==> config.mk <==
export PLATFORM = sky130hd
export DESIGN_NAME = ima_adpcm_block_decoder
export DESIGN_NICKNAME = d
export VERILOG_FILES = /design/src/hw/rtl/ima_pkg.sv /design/src/hw/rtl/ima_nibble.sv /design/src/hw/rtl/ima_ctrl.sv /design/src/hw/rtl/ima_adpcm_block_decoder.sv
export VERILOG_INCLUDE_DIRS = /design/src /design/src/hw/rtl
export SDC_FILE = /design/constraint.sdc
export NUM_CORES = 1
export LEC_CHECK = 0
export ABC_AREA = 1
export BUFFER_PORTS_ARGS = -buffer_cell sky130_fd_sc_hd__buf_4
export CAP_MARGIN = 25
export CORE_MARGIN = 1.5
export CORE_UTILIZATION = 60
export DETAILED_ROUTE_END_ITERATION = 10
export PLACE_DENSITY = 0.78
export SLEW_MARGIN = 20
export SYNTH_ARGS = -nofsm -noshare
export SYNTH_HDL_FRONTEND = slang
export SYNTH_SLANG_ARGS = --single-unit
==> constraint.sdc <==
create_clock -name clk -period 10.4 [get_ports clk]
set_input_delay 0 -clock clk [delete_from_list [all_inputs] [get_ports clk]]
set_output_delay 0 -clock clk [all_outputs]
set_load 0.02 [all_outputs]
==> src/hw/rtl/assert_macros.svh <==
// Assertion macros shared by the IMA ADPCM block decoder RTL.
// Each macro expects signals clk and arst_n in the including scope.
`ifndef ASSERT_MACROS_SVH
`define ASSERT_MACROS_SVH

// Expression holds at every clock edge out of reset.
`define ASSERT_ALWAYS(label, expr, msg) \
	label: assert property (@(posedge clk) disable iff (!arst_n) (expr)) else $error(msg);

// Antecedent implies consequent in the same cycle.
`define ASSERT_IMPLY(label, ante, cons, msg) \
	label: assert property (@(posedge clk) disable iff (!arst_n) (ante) |-> (cons)) else $error(msg);

// Antecedent implies consequent in the next cycle.
`define ASSERT_NEXT(label, ante, cons, msg) \
	label: assert property (@(posedge clk) disable iff (!arst_n) (ante) |=> (cons)) else $error(msg);

`endif

==> src/hw/rtl/ima_pkg.sv <==
// Package for the IMA ADPCM block decoder: types, register map, tables.
// No dependencies; imported by every module of the block.
`default_nettype none

package ima_pkg;

	// Register map (index = paddr[3:2])
	localparam int REG_IDX_W = 2;
	localparam logic [REG_IDX_W-1:0] REG_BLOCK_ALIGN  = 2'd0;
	localparam logic [REG_IDX_W-1:0] REG_SAMPLE_LIMIT = 2'd1;
	localparam logic [REG_IDX_W-1:0] REG_BYTE_COUNT   = 2'd2;

	localparam logic [6:0] IDX_MAX = 7'd88;
	localparam logic [15:0] MIN_BLOCK_ALIGN = 16'd5;
	localparam logic [31:0] MIN_SAMPLE_LIMIT = 32'd4;
	localparam logic [31:0] HDR_BYTES = 32'd4;

	localparam logic [14:0] STEP_TAB [0:88] = '{
		15'd7, 15'd8, 15'd9, 15'd10, 15'd11, 15'd12, 15'd13, 15'd14,
		15'd16, 15'd17, 15'd19, 15'd21, 15'd23, 15'd25, 15'd28, 15'd31,
		15'd34, 15'd37, 15'd41, 15'd45, 15'd50, 15'd55, 15'd60, 15'd66,
		15'd73, 15'd80, 15'd88, 15'd97, 15'd107, 15'd118, 15'd130, 15'd143,
		15'd157, 15'd173, 15'd190, 15'd209, 15'd230, 15'd253, 15'd279, 15'd307,
		15'd337, 15'd371, 15'd408, 15'd449, 15'd494, 15'd544, 15'd598, 15'd658,
		15'd724, 15'd796, 15'd876, 15'd963, 15'd1060, 15'd1166, 15'd1282, 15'd1411,
		15'd1552, 15'd1707, 15'd1878, 15'd2066, 15'd2272, 15'd2499, 15'd2749, 15'd3024,
		15'd3327, 15'd3660, 15'd4026, 15'd4428, 15'd4871, 15'd5358, 15'd5894, 15'd6484,
		15'd7132, 15'd7845, 15'd8630, 15'd9493, 15'd10442, 15'd11487, 15'd12635, 15'd13899,
		15'd15289, 15'd16818, 15'd18500, 15'd20350, 15'd22385, 15'd24623, 15'd27086,
		15'd29794, 15'd32767
	};

	localparam logic signed [4:0] IDX_ADJ [0:7] = '{
		-5'sd1, -5'sd1, -5'sd1, -5'sd1, 5'sd2, 5'sd4, 5'sd6, 5'sd8
	};

	// Configuration register set
	typedef struct packed {
		logic [15:0] block_align;
		logic [31:0] sample_limit;
		logic [31:0] byte_count;
	} cfg_t;

	// One result transaction
	typedef struct packed {
		logic signed [15:0] sample;
		logic               last_of_byte;
		logic               final_res;
	} res_t;

endpackage

`default_nettype wire

==> src/hw/rtl/ima_nibble.sv <==
// Single IMA ADPCM nibble decode: step lookup, difference, saturate, index adapt.
// Depends on ima_pkg (step and index tables).
`default_nettype none

module ima_nibble (
	input  wire logic signed [15:0] pred,
	input  wire logic [6:0]         idx,
	input  wire logic [3:0]         nib,
	output logic signed [15:0]      pred_new,
	output logic [6:0]              idx_new
);
	import ima_pkg::*;

	logic [6:0]         idx_c;
	logic [14:0]        step;
	logic [16:0]        diff;
	logic signed [17:0] sum;
	logic signed [8:0]  ni;

	// Difference from the three magnitude bits
	always_comb begin
		idx_c = (idx > IDX_MAX) ? IDX_MAX : idx;
		step  = STEP_TAB[idx_c];
		diff  = {5'd0, step[14:3]};
		if (nib[0]) diff = diff + {4'd0, step[14:2]};
		if (nib[1]) diff = diff + {3'd0, step[14:1]};
		if (nib[2]) diff = diff + {2'd0, step};
	end

	// Apply sign and saturate to 16 bits
	always_comb begin
		if (nib[3]) sum = 18'(pred) - $signed({1'b0, diff});
		else        sum = 18'(pred) + $signed({1'b0, diff});
		if (sum > 18'sd32767)       pred_new = 16'sh7FFF;
		else if (sum < -18'sd32768) pred_new = -16'sh8000;
		else                        pred_new = sum[15:0];
	end

	// Step index adaptation, clamped to 0..88
	always_comb begin
		ni = $signed({2'b00, idx_c}) + 9'(IDX_ADJ[nib[2:0]]);
		if (ni < 9'sd0)                          idx_new = 7'd0;
		else if (ni > $signed({2'b00, IDX_MAX})) idx_new = IDX_MAX;
		else                                     idx_new = ni[6:0];
	end

endmodule

`default_nettype wire

==> src/hw/rtl/ima_ctrl.sv <==
// IMA ADPCM block sequencer: header parse, counters, one nibble per cycle when slot_free.
// Depends on ima_pkg, ima_nibble and assert_macros.svh.
`default_nettype none
`include "assert_macros.svh"

module ima_ctrl (
	input  wire logic          clk,
	input  wire logic          arst_n,
	input  wire ima_pkg::cfg_t cfg,
	input  wire logic          item_valid,
	input  wire logic [7:0]    item_byte,
	input  wire logic          item_start,
	input  wire logic          slot_free,
	output logic               consume,
	output logic               emit,
	output ima_pkg::res_t      res
);
	import ima_pkg::*;

	// Decoder state
	logic signed [15:0] predictor_q;
	logic [6:0]         step_index_q;
	logic [15:0]        block_pos_q;
	logic [7:0]         hdr_low_q;
	logic [31:0]        bytes_left_q;
	logic [31:0]        samples_done_q;
	logic               halted_q;
	logic               phase_q;

	// Effective state seen by this item (start request restarts)
	logic               strt, bad_cfg, act;
	logic signed [15:0] e_pred;
	logic [6:0]         e_idx;
	logic [15:0]        e_pos;
	logic [7:0]         e_hlo;
	logic [31:0]        e_bl, e_sd, sd_inc, bl_dec;
	logic               e_halt, endblk, more;

	// Next state
	logic signed [15:0] n_pred;
	logic [6:0]         n_idx;
	logic [15:0]        n_pos;
	logic [7:0]         n_hlo;
	logic [31:0]        n_bl, n_sd;
	logic               n_halt, n_phase;

	logic signed [15:0] dec_pred;
	logic [6:0]         dec_idx;

	ima_nibble u_nibble (
		.pred     (e_pred),
		.idx      (e_idx),
		.nib      (phase_q ? item_byte[7:4] : item_byte[3:0]),
		.pred_new (dec_pred),
		.idx_new  (dec_idx)
	);

	// Restart values on a start request
	always_comb begin
		strt    = item_start && !phase_q;
		bad_cfg = (cfg.sample_limit < MIN_SAMPLE_LIMIT) || (cfg.block_align < MIN_BLOCK_ALIGN)
			|| ({16'd0, cfg.block_align} > cfg.byte_count);
		e_pred  = strt ? 16'sd0 : predictor_q;
		e_idx   = strt ? 7'd0 : step_index_q;
		e_pos   = strt ? 16'd0 : block_pos_q;
		e_hlo   = strt ? 8'd0 : hdr_low_q;
		e_bl    = strt ? cfg.byte_count : bytes_left_q;
		e_sd    = strt ? 32'd0 : samples_done_q;
		e_halt  = strt ? bad_cfg : halted_q;
		sd_inc  = e_sd + 32'd1;
		bl_dec  = e_bl - 32'd1;
		endblk  = ({1'b0, e_pos} + 17'd1) >= {1'b0, cfg.block_align};
	end

	// Per-item sequencing
	always_comb begin
		act     = 1'b0;
		consume = 1'b0;
		emit    = 1'b0;
		more    = 1'b0;
		res     = '0;
		n_pred  = e_pred;
		n_idx   = e_idx;
		n_pos   = e_pos;
		n_hlo   = e_hlo;
		n_bl    = e_bl;
		n_sd    = e_sd;
		n_halt  = e_halt;
		n_phase = phase_q;
		if (item_valid) begin
			if (phase_q) begin
				// high nibble, closes the byte
				if (slot_free) begin
					act     = 1'b1;
					consume = 1'b1;
					emit    = 1'b1;
					more    = (sd_inc < cfg.sample_limit)
						&& (endblk ? (bl_dec > HDR_BYTES) : (bl_dec != 32'd0));
					res     = '{sample: dec_pred, last_of_byte: 1'b1, final_res: !more};
					n_pred  = dec_pred;
					n_idx   = dec_idx;
					n_sd    = sd_inc;
					n_bl    = bl_dec;
					n_halt  = !more;
					n_pos   = endblk ? 16'd0 : e_pos + 16'd1;
					n_phase = 1'b0;
				end
			end else if (e_halt) begin
				act     = 1'b1;
				consume = 1'b1;
			end else begin
				unique case (e_pos)
					16'd0: begin
						act     = 1'b1;
						consume = 1'b1;
						n_hlo   = item_byte;
						n_bl    = (e_bl > HDR_BYTES) ? e_bl - HDR_BYTES : 32'd0;
						n_pos   = 16'd1;
					end
					16'd1: begin
						if (slot_free) begin
							act     = 1'b1;
							consume = 1'b1;
							emit    = 1'b1;
							more    = sd_inc < cfg.sample_limit;
							n_pred  = $signed({item_byte, e_hlo});
							res     = '{sample: $signed({item_byte, e_hlo}),
								last_of_byte: 1'b1, final_res: !more};
							n_sd    = sd_inc;
							n_halt  = !more;
							n_pos   = 16'd2;
						end
					end
					16'd2: begin
						act     = 1'b1;
						consume = 1'b1;
						n_idx   = (item_byte > {1'b0, IDX_MAX}) ? IDX_MAX : item_byte[6:0];
						n_pos   = 16'd3;
					end
					16'd3: begin
						act     = 1'b1;
						consume = 1'b1;
						n_pos   = 16'd4;
					end
					default: begin
						if (e_bl == 32'd0) begin
							act     = 1'b1;
							consume = 1'b1;
							n_halt  = 1'b1;
						end else if (slot_free) begin
							// low nibble
							act    = 1'b1;
							emit   = 1'b1;
							n_pred = dec_pred;
							n_idx  = dec_idx;
							n_sd   = sd_inc;
							if (sd_inc >= cfg.sample_limit) begin
								consume = 1'b1;
								n_halt  = 1'b1;
								res     = '{sample: dec_pred, last_of_byte: 1'b1,
									final_res: 1'b1};
							end else begin
								n_phase = 1'b1;
								res     = '{sample: dec_pred, last_of_byte: 1'b0,
									final_res: 1'b0};
							end
						end
					end
				endcase
			end
		end
	end

	// State registers
	always_ff @(posedge clk or negedge arst_n) begin
		if (!arst_n) begin
			predictor_q    <= '0;
			step_index_q   <= '0;
			block_pos_q    <= '0;
			hdr_low_q      <= '0;
			bytes_left_q   <= '0;
			samples_done_q <= '0;
			halted_q       <= 1'b1;
			phase_q        <= 1'b0;
		end else if (act) begin
			predictor_q    <= n_pred;
			step_index_q   <= n_idx;
			block_pos_q    <= n_pos;
			hdr_low_q      <= n_hlo;
			bytes_left_q   <= n_bl;
			samples_done_q <= n_sd;
			halted_q       <= n_halt;
			phase_q        <= n_phase;
		end
	end

	`ASSERT_IMPLY(a_phase_has_item, phase_q, item_valid, "high nibble pending without an item")
	`ASSERT_NEXT(a_final_halts, emit && res.final_res, halted_q, "final sample did not halt")
	`ASSERT_NEXT(a_low_then_high, emit && !res.last_of_byte, phase_q && item_valid, "low nibble not followed by high nibble")
	`ASSERT_ALWAYS(a_idx_range, step_index_q <= IDX_MAX, "step index above table range")

endmodule

`default_nettype wire

==> src/hw/rtl/ima_adpcm_block_decoder.sv <==
// Mono IMA ADPCM block decoder: one encoded byte in, up to two 16-bit samples out. A byte
// is taken into an input register and decoded by a single nibble decoder into an output
// register, with a separate valid/ready handshake on each side. Header bytes yield at most
// the header sample; a data byte is decoded a nibble at a time, low nibble first, one
// sample per cycle while the output register is free. A new byte enters the input register
// once the current one is consumed; a sample reaches the output in the cycle after its
// nibble is decoded. Configuration (block_align, sample_limit, byte_count at byte addresses
// 0, 4, 8) must be written over the APB port while the decoder is idle (not enforced).
// Depends on ima_pkg, ima_ctrl and ima_nibble.
`default_nettype none

module ima_adpcm_block_decoder (
	input  wire logic               clk,
	input  wire logic               arst_n,
	// configuration port
	input  wire logic               psel,
	input  wire logic               penable,
	input  wire logic               pwrite,
	input  wire logic [3:0]         paddr,
	input  wire logic [31:0]        pwdata,
	output logic [31:0]             prdata,
	output logic                    pready,
	// byte input
	input  wire logic               in_valid,
	output logic                    in_ready,
	input  wire logic [7:0]         data_byte,
	input  wire logic               start_req,
	// sample output
	output logic                    out_valid,
	input  wire logic               out_ready,
	output logic signed [15:0]      sample,
	output logic                    last_of_byte,
	output logic                    final_res
);
	import ima_pkg::*;

	cfg_t                 cfg_q;
	logic [REG_IDX_W-1:0] reg_idx;
	logic                 valid_s1;
	logic [7:0]           byte_s1;
	logic                 start_s1;
	logic                 consume, emit, slot_free, out_valid_q;
	res_t                 res, res_q;

	// Register access
	assign reg_idx = paddr[3:2];
	assign pready  = 1'b1;

	always_ff @(posedge clk or negedge arst_n) begin
		if (!arst_n) begin
			cfg_q <= '0;
		end else if (psel && penable && pwrite) begin
			unique case (reg_idx)
				REG_BLOCK_ALIGN:  cfg_q.block_align  <= pwdata[15:0];
				REG_SAMPLE_LIMIT: cfg_q.sample_limit <= pwdata;
				REG_BYTE_COUNT:   cfg_q.byte_count   <= pwdata;
				default: ;
			endcase
		end
	end

	always_comb begin
		unique case (reg_idx)
			REG_BLOCK_ALIGN:  prdata = {16'd0, cfg_q.block_align};
			REG_SAMPLE_LIMIT: prdata = cfg_q.sample_limit;
			REG_BYTE_COUNT:   prdata = cfg_q.byte_count;
			default:          prdata = 32'd0;
		endcase
	end

	// Input register
	assign in_ready = !valid_s1 || consume;

	always_ff @(posedge clk or negedge arst_n) begin
		if (!arst_n) begin
			valid_s1 <= 1'b0;
		end else if (in_ready) begin
			valid_s1 <= in_valid;
		end
	end

	always_ff @(posedge clk) begin
		if (in_valid && in_ready) begin
			byte_s1  <= data_byte;
			start_s1 <= start_req;
		end
	end

	ima_ctrl u_ctrl (
		.clk        (clk),
		.arst_n     (arst_n),
		.cfg        (cfg_q),
		.item_valid (valid_s1),
		.item_byte  (byte_s1),
		.item_start (start_s1),
		.slot_free  (slot_free),
		.consume    (consume),
		.emit       (emit),
		.res        (res)
	);

	// Output register
	assign slot_free = !out_valid_q || out_ready;

	always_ff @(posedge clk or negedge arst_n) begin
		if (!arst_n) begin
			out_valid_q <= 1'b0;
		end else if (slot_free) begin
			out_valid_q <= emit;
		end
	end

	always_ff @(posedge clk) begin
		if (slot_free && emit) begin
			res_q <= res;
		end
	end

	assign out_valid    = out_valid_q;
	assign sample       = res_q.sample;
	assign last_of_byte = res_q.last_of_byte;
	assign final_res    = res_q.final_res;

endmodule

`default_nettype wire
==> results.toml, run 1 <==
[run_status]
status = "completed"

[placed_design]
dp_cells = 4035
io_buffers = 101
post-dp-hpwl_um = 56800
place_congestion = 1.02

[global_route]
grt_overflow = 0
grt_start_max_net_pins = 116
top_usage_layer = "met2"
grt_use_met1_pct = 50.8
grtUsageTotal_pct = 39.9
grt_pass1_wl_um = 125000
grt_use_met2_pct = 65.3
met3_usage_pct = 5.50
antenna_found_initial = 0
grt_pass1_vias = 24100

[setup_path]
cpMostUsedCell = "nand2_1"
setup.worst_path.start_class = "flop"
endpoint_kind = "flop"
reg2reg_setup_slack_ns = 0.50
worst-path-max-fanout = 9
r2r_start = "u_ctrl.step_index_q[1]"
reg2reg_depth = 60
slowest_stage = "fa_1"
critPathRequiredTime_ns = 10.81
slowest_delay_ns = 0.48
path_class = "reg2reg"
rr_endpoint = "sample[0]"
crit_arrival_ns = 10.31
endpoint = "sample[0]"
crit_start = "u_ctrl.step_index_q[1]"

[finish]
nFillCells = 3203
fin_nets = 3817
area_delta_synth_final_pct = 12.8
drive_above_1_share_pct = 10.1
final_cells = 4140

[die]
rows = 71
fp.coreArea_mm2 = 0.0375
die_x_um = 198
start_util_pct = 60.6
die_y_um = 198
io_pins = 105
dieArea_mm2 = 0.0390

[synth]
seq_area_frac_synth_pct = 25.1
synth_fp_nets = 3711
avgSynthCellArea_um2 = 6.48
synth_ff_type = "dfrtp_1"
netlist_area_mm2 = 0.0227
yosysWarnings = 0
async_flop_share_pct = 87.8
ys_seq_elements = 222
synth_edf_count = 27
syn_inst = 3503
ys_types = 70

[routing]
drc = 0
first_pass_iters = 6
dr.first_iter.drc_count = 2554
wl_um = 79000
routed_via_density = 6.11
routedWlPerCell_um = 19.1
antenna_left = 0
num_vias = 25300

[sta]
setup_tns_ns = 0
fin_skew_ns = 0.0165
setup_viol = 0
worst_pin_slew_ns = 1.13
maxSlewViolCount = 0
fmax_ghz = 0.101
slew_headroom_pct = 24.3
fin_crit_sh_pct = 95.2
finalHoldViolCount = 0
period_needed_ns = 9.90

[flow_run]
drv_cap = 0

[clock_tree]
cts_sinks = 222
clkTransAtPathRegs_ns = 0.07
cts-root-buf = "clkbuf_16"
clock_latency_ns = 0.56
cts_tree = "done"
htree_levels = 1
cts_max_path_buffers = 3
numCtsBuffers = 27

[min_path]
hp-class = "in2reg"
hold_start = "penable"
[worst max-delay path: cells and delay by family, from the launching register on]
kind	cells	cell delay [ns]
compound gates	9	1.50
flops	1	0.39
fa+ha+maj	6	2.01
buf+inv	8	0.99
simple gates	34	4.36
xor+xnor	3	0.52
[worst min-delay path by stage]
stage	to	slack, ns	depth (start not counted)
final	cfg_q[66]	0.13	4
after global routing	cfg_q[66]	0.16	4
after CTS	byte_s1[7]	0.15	2
after detailed placement	byte_s1[1]	0.18	1
after global placement	byte_s1[2]	0.18	1
after floorplan	cfg_q[0]	-0.30	0
[state kept, by name (all words and copies together), names as in the netlist]
register and cells:
cfg_q 80, u_ctrl.bytes_left_q 32, u_ctrl.samples_done_q 32, sample 16, u_ctrl.block_pos_q 16, u_ctrl.predictor_q 16
byte_s1 8, u_ctrl.hdr_low_q 8, u_ctrl.step_index_q 7, final_res 1, last_of_byte 1, out_valid 1
start_s1 1, u_ctrl.halted_q 1, u_ctrl.phase_q 1, valid_s1 1
[layer usage]
metal  share of wire (%)  wire length [µm]
met4                 5.9              4670
met1                  39             31100
met3                 9.5              7530
met2                  45             35700
met5                   0                 0
[timing repair]
| item | CTS | global route |
|---|---|---|
| setup buffers | 0 | 7 |
| hold buffers | 43 | 1 |
| resized for setup | 0 | 49 |
| endpoints found under the setup margin | 0 | 32 |
| endpoints found under the hold margin | 203 | 29 |
[layout make-up]
| type | count | area [µm²] | share of cell area, % |
|---|---|---|---|
| Antenna cell | 1 | 2.50 | 0.00976 |
| Clock buffer | 35 | 736 | 2.87 |
| Sequential cell | 222 | 5690 | 22.2 |
| Clock inverter | 13 | 135 | 0.527 |
| Multi-Input combinational cell | 2570 | 14400 | 56.1 |
| Inverter | 560 | 2110 | 8.22 |
| Timing Repair Buffer | 228 | 1930 | 7.53 |
| Tap cell | 511 | 639 | 2.49 |
[synthesized netlist by cell type, types with 27 or more instances]
cell type  number  area, µm²
a21oi_1       305       1530
a311oi_1       28        245
a31oi_1        30        188
buf_2          53        265
clkbuf_1       72        270
dfrtp_1       194       4850
edfxtp_1       27        811
ha_1          152       1900
inv_1         540       2030
nand2_1       740       2780
nand3_1       240       1200
nand4_1        44        275
nor2_1        300       1130
nor3_1         43        215
o21ai_0       256       1280
xor2_1        108        946
[metrics by stage]
step                cell area (µm²)  utilization [%]  hold slack [ns]  setup slack (ns)
finish                        25600             68.4            0.131             0.500
global route                  25600             68.4            0.159           -0.0864
CTS                           25300             67.5            0.151             0.136
detailed placement            24000             64.0            0.180             0.175
global placement              24000             64.0            0.179             0.526
floorplan                     22700                -           -0.296              1.33
[cells in the final DEF (no fill, tap or decap), types with 25 or more instances in the layout]
master / instances
nand2_1: 738
inv_1: 537
a21oi_1: 297
nor2_1: 291
o21ai_0: 246
nand3_1: 238
dfrtp_1: 194
buf_4: 174
ha_1: 149
xor2_1: 107
nand4_1: 44
dlygate4sd3_1: 44
nor3_1: 41
o21ai_1: 30
a31oi_1: 30
a311oi_1: 28
edfxtp_1: 27
clkbuf_16: 27
a22oi_1: 26
o211ai_1: 25
[cells by family after synthesis]
logic type / after synthesis / share of synthesized area (%)
other: 1 / 0.0165
multiplexers: 1 / 0.0441
XOR/XNOR: 126 / 4.86
flip-flops: 222 / 25.1
adder cells (fa/ha/maj): 156 / 8.73
AND/OR/NAND/NOR: 1476 / 28.3
buffers and inverters: 711 / 12.4
AO/OA/AOI/OAI: 810 / 20.5
Power of run 1 is not shown: default switching activity piles up to over one toggle a cycle in this logic, so the estimate is an artifact.
==> run 2, diff against run 1 <==
- CELL_PAD_IN_SITES_DETAIL_PLACEMENT: not set -> 1
- CELL_PAD_IN_SITES_GLOBAL_PLACEMENT: not set -> 1
- CORE_UTILIZATION: 60 -> 46
- CTS_BUF_LIST: not set -> sky130_fd_sc_hd__clkbuf_16
- PLACE_DENSITY: 0.78 -> not set
- PLACE_DENSITY_LB_ADDON: not set -> 0.1
==> results.toml, run 2 (synthesis gave the netlist of run 1 again) <==
[run_status]
status = "completed"

[clock_tree]
cts_tree = "done"
numCtsBuffers = 29
cts-root-buf = "clkbuf_16"
clkTransAtPathRegs_ns = 0.06
clock_latency_ns = 0.62
cts_sinks = 222
htree_levels = 1
cts_max_path_buffers = 3

[routing]
num_vias = 26000
first_pass_iters = 6
antenna_left = 0
routed_via_density = 6.00
dr.first_iter.drc_count = 1798
drc = 0
routedWlPerCell_um = 22.4
wl_um = 97100

[placed_design]
io_buffers = 101
place_congestion = 0.965
dp_cells = 4213
post-dp-hpwl_um = 68500

[finish]
final_cell_mix = "nand2_1 (728), inv_1 (535), nor2_1 (292)"
area_delta_synth_final_pct = 16.2
final_cells = 4327
regMostFlops = "cfg_q"
final_common_cell = "nand2_1"
drive_above_1_share_pct = 11.9
largestRegisters = "cfg_q: 80 flops, u_ctrl.bytes_left_q: 32 flops, u_ctrl.samples_done_q: 32 flops"
largest_reg_flops = 80
fin_nets = 3847

[setup_path]
worst-path-max-fanout = 14
crit_arrival_ns = 10.05
slowest_stage = "dfrtp_2"
r2r_start = "u_ctrl.step_index_q[1]"
path_class = "reg2reg"
cpMostUsedCell = "nand2_1"
critPathRequiredTime_ns = 10.69
rr_endpoint = "sample[13]"
reg2reg_depth = 58
slowest_delay_ns = 0.45
setup.worst_path.start_class = "flop"
endpoint_kind = "flop"
reg2reg_setup_slack_ns = 0.64

[sta]
maxSlewViolCount = 0
fin_skew_ns = 0.0474
fin_crit_sh_pct = 93.9
worst_pin_slew_ns = 1.13
slew_headroom_pct = 24.9
setup_viol = 0
fmax_ghz = 0.102
period_needed_ns = 9.76
setup_tns_ns = 0
finalHoldViolCount = 0

[global_route]
grt_start_max_net_pins = 83
antenna_found_initial = 3
grt_pass1_wl_um = 149000
grt_overflow = 0
grtUsageTotal_pct = 36.9
grt_pass1_vias = 27000

[min_path]
min_to = "byte_s1[3]"
hold_start = "data_byte[3]"
holdPathStages = 2
hp-class = "in2reg"

[die]
dieArea_mm2 = 0.0507
die_x_um = 225
die_y_um = 225
start_util_pct = 46.5
fp.coreArea_mm2 = 0.0488
rows = 81
io_pins = 105

[flow_run]
drv_cap = 0
run 2: layout make-up:
type,count,area (µm²)
Antenna cell,1,2.50
Clock buffer,31,776
Clock inverter,23,233
Fill cell,6517,22500
Inverter,560,2110
Multi-Input combinational cell,2570,14600
Sequential cell,222,5690
Tap cell,664,831
Timing Repair Buffer,256,2120
run 2: critical path, delay by kind of cell, from the launching register on:
kind                     cells  cell delay (ns)
AO/OA/AOI/OAI               11             1.69
XOR/XNOR                     3             0.47
adder cells (fa/ha/maj)      5             1.55
buffers and inverters        7             0.96
flip-flops                   1             0.45
AND/OR/NAND/NOR             32             4.31
run 2: layer usage:
layer,vias to the layer above,routed length (µm),track usage (%)
li1,11900,-,-
met1,12900,39700,46.3
met2,952,47600,64.2
met3,271,4980,3.61
met4,4,4800,16.3
met5,-,20,0
run 2: stage by stage:
step | setup WS, ns | area (µm²) | utilization (%) | hold slack (ns)
4_1_cts | 0.00862 | 25900 | 53.0 | 0.129
6_report | 0.635 | 26400 | 54.0 | 0.145
3_3_place_gp | 0.376 | 24400 | 49.9 | 0.0576
2_1_floorplan | 1.33 | 22700 | - | -0.296
3_5_place_dp | -0.0674 | 24400 | 50.0 | 0.0638
5_1_grt | -0.0861 | 26400 | 54.0 | 0.149
run 2: worst max path at each step:
stage	start	end	slack, ns	depth (start not counted)
4_1_cts	u_ctrl.step_index_q[1]	sample[5]	0.009	56
3_3_place_gp	u_ctrl.step_index_q[1]	sample[7]	0.38	63
2_1_floorplan	start_s1	sample[11]	1.33	63
3_5_place_dp	u_ctrl.step_index_q[1]	sample[0]	-0.07	59
6_report	u_ctrl.step_index_q[1]	sample[13]	0.64	58
5_1_grt	start_s1	sample[13]	-0.09	58
run 2: timing repair:
item,in CTS,in global routing
endpoints found under the hold margin,163,0
resized for setup,4,101
pin swaps,1,20
cloned,0,1
setup buffers,0,11
setup endpoints to repair,21,32
hold buffers,45,0
Power of run 2 is left out for the same reason.
